<file path="src/pbg_pkg.sv">
`timescale 1ns / 1ps
package pbg_pkg;

    // input word: one particle
    typedef struct packed {
        logic [15:0]        particle_index;
        logic signed [31:0] position;
        logic signed [31:0] velocity;
        logic               final_particle;
    } t_in_word;

    // result word
    typedef struct packed {
        logic [15:0]        source_index;
        logic signed [31:0] new_position;
        logic signed [31:0] new_velocity;
        logic               is_ghost;
        logic               crossed_error;
        logic               last_of_run;
        logic               end_of_set;
    } t_out_word;

    // edge rule codes; code three acts as free
    typedef enum logic [1:0] {
        MODE_FREE     = 2'd0,
        MODE_PERIODIC = 2'd1,
        MODE_STATIC   = 2'd2
    } t_edge_mode;

    // register word index on the config port
    typedef enum logic [2:0] {
        REG_EDGE_MODE  = 3'd0,
        REG_EDGE_SIDE  = 3'd1,
        REG_LOWER_EDGE = 3'd2,
        REG_UPPER_EDGE = 3'd3,
        REG_BAND_WIDTH = 3'd4
    } t_reg_idx;

    localparam logic SIDE_LOWER = 1'b0;
    localparam logic SIDE_UPPER = 1'b1;

    localparam logic signed [31:0] UPPER_EDGE_RESET = 32'sd65536;

    // clamp a 35-bit intermediate to Q16.16 range
    function automatic logic signed [31:0] sat32(input logic signed [34:0] v);
        logic signed [31:0] r;
        if (v[34:31] == 4'b0000 || v[34:31] == 4'b1111) begin
            r = v[31:0];
        end else if (v[34]) begin
            r = 32'sh8000_0000;
        end else begin
            r = 32'sh7FFF_FFFF;
        end
        return r;
    endfunction

endpackage

</file>
<file path="src/particle_boundary_ghost_generator.sv">
`timescale 1ns / 1ps
// Applies one domain-edge rule (free, periodic wrap or static mirror, at the lower or
// upper edge) to a stream of particles in Q16.16 and emits the updated particle, then
// a ghost copy when the particle sits in the band at the edge. An input word gives a
// single result, or a result and then its ghost; the single output port sends one
// result word per cycle while i_out_stall is low. The rule works on the input
// register r_in, results go to r_ow and the ghost waits in r_pw. APB register writes
// must come only while no particle is in flight; the block does not enforce this.
module particle_boundary_ghost_generator
    import pbg_pkg::*;
#(
    parameter int MAX_PARTICLES = 65536
) (
    input  logic        i_clk,
    input  logic        i_rst_n,
    // particle input
    input  logic        i_in_valid,
    output logic        o_in_stall,
    input  t_in_word    i_in_word,
    // result output
    output logic        o_out_valid,
    input  logic        i_out_stall,
    output t_out_word   o_out_word,
    // configuration
    input  logic        psel,
    input  logic        penable,
    input  logic        pwrite,
    input  logic [4:0]  paddr,
    input  logic [31:0] pwdata,
    output logic [31:0] prdata,
    output logic        pready
);

    localparam int IDX_CMP_W = 25;
    localparam logic [IDX_CMP_W-1:0] IDX_LIMIT = IDX_CMP_W'(MAX_PARTICLES);

    // config registers
    logic [1:0]         r_edge_mode;
    logic               r_edge_side;
    logic signed [31:0] r_lower_edge;
    logic signed [31:0] r_upper_edge;
    logic [30:0]        r_band_width;

    t_reg_idx reg_idx;
    logic     cfg_wr;

    assign pready  = 1'b1;
    assign reg_idx = t_reg_idx'(paddr[4:2]);
    assign cfg_wr  = psel && penable && pwrite;

    // register write
    always_ff @(posedge i_clk) begin
        if (!i_rst_n) begin
            r_edge_mode  <= 2'(MODE_FREE);
            r_edge_side  <= SIDE_LOWER;
            r_lower_edge <= '0;
            r_upper_edge <= UPPER_EDGE_RESET;
            r_band_width <= '0;
        end else if (cfg_wr) begin
            unique case (reg_idx)
                REG_EDGE_MODE:  r_edge_mode  <= pwdata[1:0];
                REG_EDGE_SIDE:  r_edge_side  <= pwdata[0];
                REG_LOWER_EDGE: r_lower_edge <= pwdata;
                REG_UPPER_EDGE: r_upper_edge <= pwdata;
                REG_BAND_WIDTH: r_band_width <= pwdata[30:0];
                default: ;
            endcase
        end
    end

    // register read
    always_comb begin
        unique case (reg_idx)
            REG_EDGE_MODE:  prdata = {30'd0, r_edge_mode};
            REG_EDGE_SIDE:  prdata = {31'd0, r_edge_side};
            REG_LOWER_EDGE: prdata = r_lower_edge;
            REG_UPPER_EDGE: prdata = r_upper_edge;
            REG_BAND_WIDTH: prdata = {1'b0, r_band_width};
            default:        prdata = '0;
        endcase
    end

    // input register
    logic     r_iv;
    t_in_word r_in;
    logic     load;

    // output register, plus the ghost word waiting behind it
    logic      r_ov;
    t_out_word r_ow;
    logic      r_pend;
    t_out_word r_pw;
    logic      out_take;

    assign out_take    = r_ov && !i_out_stall;
    assign load        = r_iv && (!r_ov || (out_take && !r_pend));
    assign o_in_stall  = r_iv && !load;
    assign o_out_valid = r_ov;
    assign o_out_word  = r_ow;

    always_ff @(posedge i_clk) begin
        if (!i_rst_n) begin
            r_iv <= 1'b0;
        end else if (i_in_valid && !o_in_stall) begin
            r_iv <= 1'b1;
        end else if (load) begin
            r_iv <= 1'b0;
        end
    end

    always_ff @(posedge i_clk) begin
        if (i_in_valid && !o_in_stall) begin
            r_in <= i_in_word;
        end
    end

    // edge rule on the registered word
    logic signed [34:0] x, v, xl, xr, dx, len, e;
    logic signed [34:0] lo_m, lo_p, hi_m, hi_p;
    logic signed [34:0] x_add, x_sub, refl, neg_v;
    logic signed [31:0] s_add, s_sub, s_refl, s_neg;
    logic               in_store;
    t_out_word          res0, res1;
    logic               two;

    always_comb begin
        x     = 35'(r_in.position);
        v     = 35'(r_in.velocity);
        xl    = 35'(r_lower_edge);
        xr    = 35'(r_upper_edge);
        dx    = {4'd0, r_band_width};
        len   = xr - xl;
        e     = (r_edge_side == SIDE_UPPER) ? xr : xl;
        lo_m  = xl - dx;
        lo_p  = xl + dx;
        hi_m  = xr - dx;
        hi_p  = xr + dx;
        x_add = x + len;
        x_sub = x - len;
        refl  = (e <<< 1) - x;
        neg_v = -v;
        s_add  = sat32(x_add);
        s_sub  = sat32(x_sub);
        s_refl = sat32(refl);
        s_neg  = sat32(neg_v);
        in_store = {9'd0, r_in.particle_index} < IDX_LIMIT;

        res0.source_index  = r_in.particle_index;
        res0.new_position  = r_in.position;
        res0.new_velocity  = r_in.velocity;
        res0.is_ghost      = 1'b0;
        res0.crossed_error = 1'b0;
        res0.last_of_run   = 1'b0;
        res0.end_of_set    = 1'b0;
        res1               = res0;
        res1.is_ghost      = 1'b1;
        two                = 1'b0;

        if (in_store) begin
            case (t_edge_mode'(r_edge_mode))
                MODE_PERIODIC: begin
                    if (r_edge_side == SIDE_LOWER) begin
                        if (x < lo_m) begin
                            res0.new_position = s_add;
                        end else if (x <= xl) begin
                            res0.new_position = s_add;
                            two = 1'b1;
                        end else if (x >= hi_m && x <= xr) begin
                            res1.new_position = s_sub;
                            two = 1'b1;
                        end
                    end else begin
                        if (x > hi_p) begin
                            res0.new_position = s_sub;
                        end else if (x >= xr) begin
                            res0.new_position = s_sub;
                            two = 1'b1;
                        end else if (x <= lo_p && x >= xl) begin
                            res1.new_position = s_add;
                            two = 1'b1;
                        end
                    end
                end
                MODE_STATIC: begin
                    if (r_edge_side == SIDE_LOWER) begin
                        if (x < lo_m) begin
                            res0.crossed_error = 1'b1;
                        end else if (x < xl) begin
                            res0.new_position = s_refl;
                            res0.new_velocity = s_neg;
                            two = 1'b1;
                        end else if (x <= lo_p) begin
                            res1.new_position = s_refl;
                            res1.new_velocity = s_neg;
                            two = 1'b1;
                        end
                    end else begin
                        if (x > hi_p) begin
                            res0.crossed_error = 1'b1;
                        end else if (x > xr) begin
                            res0.new_position = s_refl;
                            res0.new_velocity = s_neg;
                            two = 1'b1;
                        end else if (x >= hi_m) begin
                            res1.new_position = s_refl;
                            res1.new_velocity = s_neg;
                            two = 1'b1;
                        end
                    end
                end
                default: ;
            endcase
        end

        // mark the last word of this particle
        res1.last_of_run = 1'b1;
        res1.end_of_set  = r_in.final_particle;
        if (!two) begin
            res0.last_of_run = 1'b1;
            res0.end_of_set  = r_in.final_particle;
        end
    end

    // output control
    always_ff @(posedge i_clk) begin
        if (!i_rst_n) begin
            r_ov   <= 1'b0;
            r_pend <= 1'b0;
        end else if (load) begin
            r_ov   <= 1'b1;
            r_pend <= two;
        end else if (out_take) begin
            r_ov   <= r_pend;
            r_pend <= 1'b0;
        end
    end

    // output words
    always_ff @(posedge i_clk) begin
        if (load) begin
            r_ow <= res0;
            r_pw <= res1;
        end else if (out_take && r_pend) begin
            r_ow <= r_pw;
        end
    end

endmodule

</file>
<file path="config.mk">
export PLATFORM = sky130hd
export DESIGN_NAME = particle_boundary_ghost_generator
export DESIGN_NICKNAME = d
export VERILOG_FILES = /design/src/pbg_pkg.sv /design/src/particle_boundary_ghost_generator.sv
export SDC_FILE = /design/constraint.sdc
export NUM_CORES = 2
export LEC_CHECK = 0
export BUFFER_PORTS_ARGS = -buffer_cell sky130_fd_sc_hd__buf_2
export CAP_MARGIN = 20
export CORE_UTILIZATION = 55
export CTS_BUF_LIST = sky130_fd_sc_hd__clkbuf_4 sky130_fd_sc_hd__clkbuf_8 sky130_fd_sc_hd__clkbuf_16
export CTS_CLUSTER_DIAMETER = 150
export DETAILED_ROUTE_END_ITERATION = 6
export PLACE_DENSITY_LB_ADDON = 0.1
export SYNTH_ARGS = -nofsm -noshare
export SYNTH_HDL_FRONTEND = slang
export SYNTH_SLANG_ARGS = --single-unit
</file>
<file path="constraint.sdc">
create_clock -name i_clk -period 7.65 [get_ports i_clk]
set_input_delay 0.765 -clock i_clk [delete_from_list [all_inputs] [get_ports i_clk]]
set_output_delay 0.765 -clock i_clk [all_outputs]
set_load 0.02 [all_outputs]
</file>
==> results_dict.tcl <==
set metrics [dict create \
    cts_hold_repair.buffers 0 \
    critPathKind "reg2reg" \
    rsz0062_at_grt "no" \
    crit_required_ns 7.95 \
    ir_worst_vdd_v 0.000233 \
    fp.dieArea_um2 65300 \
    first_iter_violations 3854 \
    postRouteAntennaNets 0 \
    drv_slew 0 \
    yosys_register_bits 347 \
    power.density_nw_per_um2 160 \
    overflow 0 \
    drt_wl_total_um 129000 \
    fin_setup_tns_ns 0 \
    route.detailed.drc 0 \
    initial_core_util 0.558 \
    core.rowCount 92 \
    synthDistinctLibCells 95 \
    slowest_stage "or4b_1" \
    ios 244 \
    synth_nets 4962 \
    fin_util 0.636 \
    endpoint_kind "register" \
    r2r_start "r_lower_edge[0]" \
    startpoint "r_lower_edge[0]" \
    yosysWarnings 0 \
    clock-sinks 347 \
    period_minus_slack_ns 7.34 \
    most-common-layout-cells "nand2_1 (528), ha_1 (458), a21oi_1 (370)" \
    setup_slack_ns 0.308 \
    port_buffers 240 \
    fin_crit_sh 0.960 \
    r2r-end "r_pw[42]" \
    nets 5291 \
    n_antenna_cell 0 \
    clkLatencyLatePin_ns 0.60 \
    ys_seq_area_frac 0.266 \
    grt_pass1_vias 32800 \
    wl_per_cell_um 23.2 \
    worstPathArrival_ns 7.64 \
    cp-endpoint "r_pw[42]" \
    status "complete, no violations" \
    grt_antenna_before_repair 1 \
    place.gp.congestion 1.01 \
    dpl_worst_slack_ns 0.276 \
    clock_path_buffers 3 \
    core_area_um2 63300 \
    syn_area_um2 35300 \
    grt_pass1_wl_um 194000 \
    cts_root_buf "clkbuf_16" \
    hpwl_um 101000 \
    cp_num_buf_inv 5 \
    async_reset_ff_frac 0 \
    grt.total_usage 0.381 \
    p_leak_nw 16.8 \
    hold_viol 0 \
    finalSetupViolations 0 \
    cts_tree "done" \
    fin_worst_skew_ns 0.0361 \
    syn_to_final_growth_pct 14.0 \
    final_layout_size_suffix_gt1_frac 0.133 \
    hold_path.class "in2reg" \
    post_cts_buffers 0 \
    path_delay_family "compound AO/OA/AOI/OAI gates" \
    final_common_cell "nand2_1" \
    synth.avg_cell_area_um2 8.08 \
    path_depth 31 \
    dr.pass1.iters 7 \
    r2r_slack_ns 0.31 \
    crit_path_max_fanout 6 \
    relSlewSlack 0.170 \
    vias_per_cell 6.36 \
    synth_edf_count 245 \
    grt_max_degree 102 \
    drv_cap 0 \
    fin_hold_ws_ns 0.341 \
    dieHeight_um 255 \
    tightest_slew_ns 1.24 \
    yosys_most_used_dff "edfxtp_1" \
    path_clk_slew_ns 0.07 \
    cts_buffers 39 \
    cp_slowest_stage_delay_ns 0.56 \
    fmax_ghz 0.136 \
    cts_resized 0 \
    die_w_um 255 \
    htree_levels 2 \
    ff2ff_path_depth 31 \
    synthCells 4371 \
    dr_total_vias 35500 \
    crit_path_start_kind "register" \
]
-- how the worst min path moves through the flow --
stage                       start             to  slack (ns)  cells after the start
floorplan                 r_in[0]        r_pw[0]        0.43                      0
global route        i_in_word[45]       r_in[45]        0.33                      1
CTS                 i_in_word[45]       r_in[45]        0.32                      1
global placement    o_out_word[3]  o_out_word[3]        0.43                      1
finish              i_in_word[45]       r_in[45]        0.34                      1
detailed placement        r_in[0]        r_pw[0]        0.44                      0
-- worst reg2reg max path, delay by kind of cell (launching register included) --
kind | cells | cell delay (ns)
adder cells (fa/ha/maj) | 3 | 0.93
buffers and inverters | 5 | 0.67
flip-flops | 1 | 0.36
XOR/XNOR | 1 | 0.14
AO/OA/AOI/OAI | 16 | 3.29
AND/OR/NAND/NOR | 6 | 1.69
-- where the power goes --
| group | internal (mW) | total [mW] | leakage [nW] | switching (mW) |
|---|---|---|---|---|
| registers | 2.09 | 2.15 | 3.17 | 0.0509 |
| clock network | 1.17 | 2.00 | 0.654 | 0.833 |
| logic | 0.848 | 2.32 | 12.9 | 1.47 |
| total | 4.11 | 6.46 | 16.8 | 2.35 |
-- kinds of logic after synthesis --
| logic type | synth area share |
|---|---|
| xor gates and xnor gates | 0.0595 |
| other | 0.000106 |
| DFF | 0.266 |
| buffers and inverters | 0.0541 |
| muxes | 0.0141 |
| adders and majority gates | 0.167 |
| AOI/OAI and AO/OA | 0.268 |
| and+or+nand+nor | 0.171 |
-- through the flow --
step | cells | cell area, um2 | power (mW)
after floorplan | 4371 | 35300 | 3.53
after global placement | 5504 | 38800 | 4.38
after detailed placement | 5504 | 38800 | 4.39
after CTS | 5572 | 40200 | 6.38
after global routing | 5573 | 40300 | 6.68
final | 5573 | 40300 | 6.46
-- cell type report --
type                    instances  area [um2]
clock buffers                  46        1030
clock inverters                22         297
fillers                      5719       23000
inverters                     289        1090
multi-input cells            3529       24200
flip-flops and latches        347        9400
well taps                     846        1060
repair buffers                494        3240
-- sequential cells by signal, summed over array words and instances (netlist names) --
register / count
r_edge_mode: 2
r_edge_side: 1
r_pend: 1
r_pw: 81
r_upper_edge: 32
r_iv: 1
r_band_width: 31
r_in: 81
o_out_word: 84
r_lower_edge: 32
o_out_valid: 1
-- synth_stat cells (11+ instances only) --
cell type / number / area (um2)
xor2_1: 49 / 429
a221o_1: 28 / 280
and2_1: 21 / 131
a21o_1: 82 / 616
a211oi_1: 38 / 285
nand2b_1: 63 / 394
clkbuf_1: 171 / 642
mux2i_1: 43 / 430
a21oi_1: 371 / 1860
or3_1: 23 / 144
a221oi_1: 22 / 193
o211ai_1: 50 / 375
and3_1: 19 / 119
dfxtp_1: 102 / 2040
buf_1: 16 / 60.1
nor2_1: 331 / 1240
o21a_1: 31 / 233
xnor2_1: 191 / 1670
inv_1: 282 / 1060
nand3_1: 90 / 450
a22o_1: 38 / 333
o21ai_0: 328 / 1640
buf_2: 11 / 55.1
o21bai_1: 49 / 368
nor3_1: 84 / 420
or2_2: 11 / 68.8
nor3b_1: 13 / 97.6
ha_1: 458 / 5730
a211o_1: 21 / 184
or4_1: 15 / 113
o31ai_1: 30 / 225
o221ai_1: 32 / 280
edfxtp_1: 245 / 7360
o22ai_1: 23 / 144
nor2b_1: 34 / 213
nand4_1: 45 / 282
a22oi_1: 27 / 203
a31oi_1: 37 / 231
a21boi_0: 111 / 833
nand2_1: 528 / 1980
nor4_1: 25 / 156
-- layer usage --
layer  up-vias  wire length (um)  GRT usage
met2      1788             56600      0.597
met3       341             11700     0.0613
met1     16700             55000      0.523
met4         2              5750      0.152
li1      16600                 -          -
met5         -                13          0
Power figures use the tool's default switching activity.
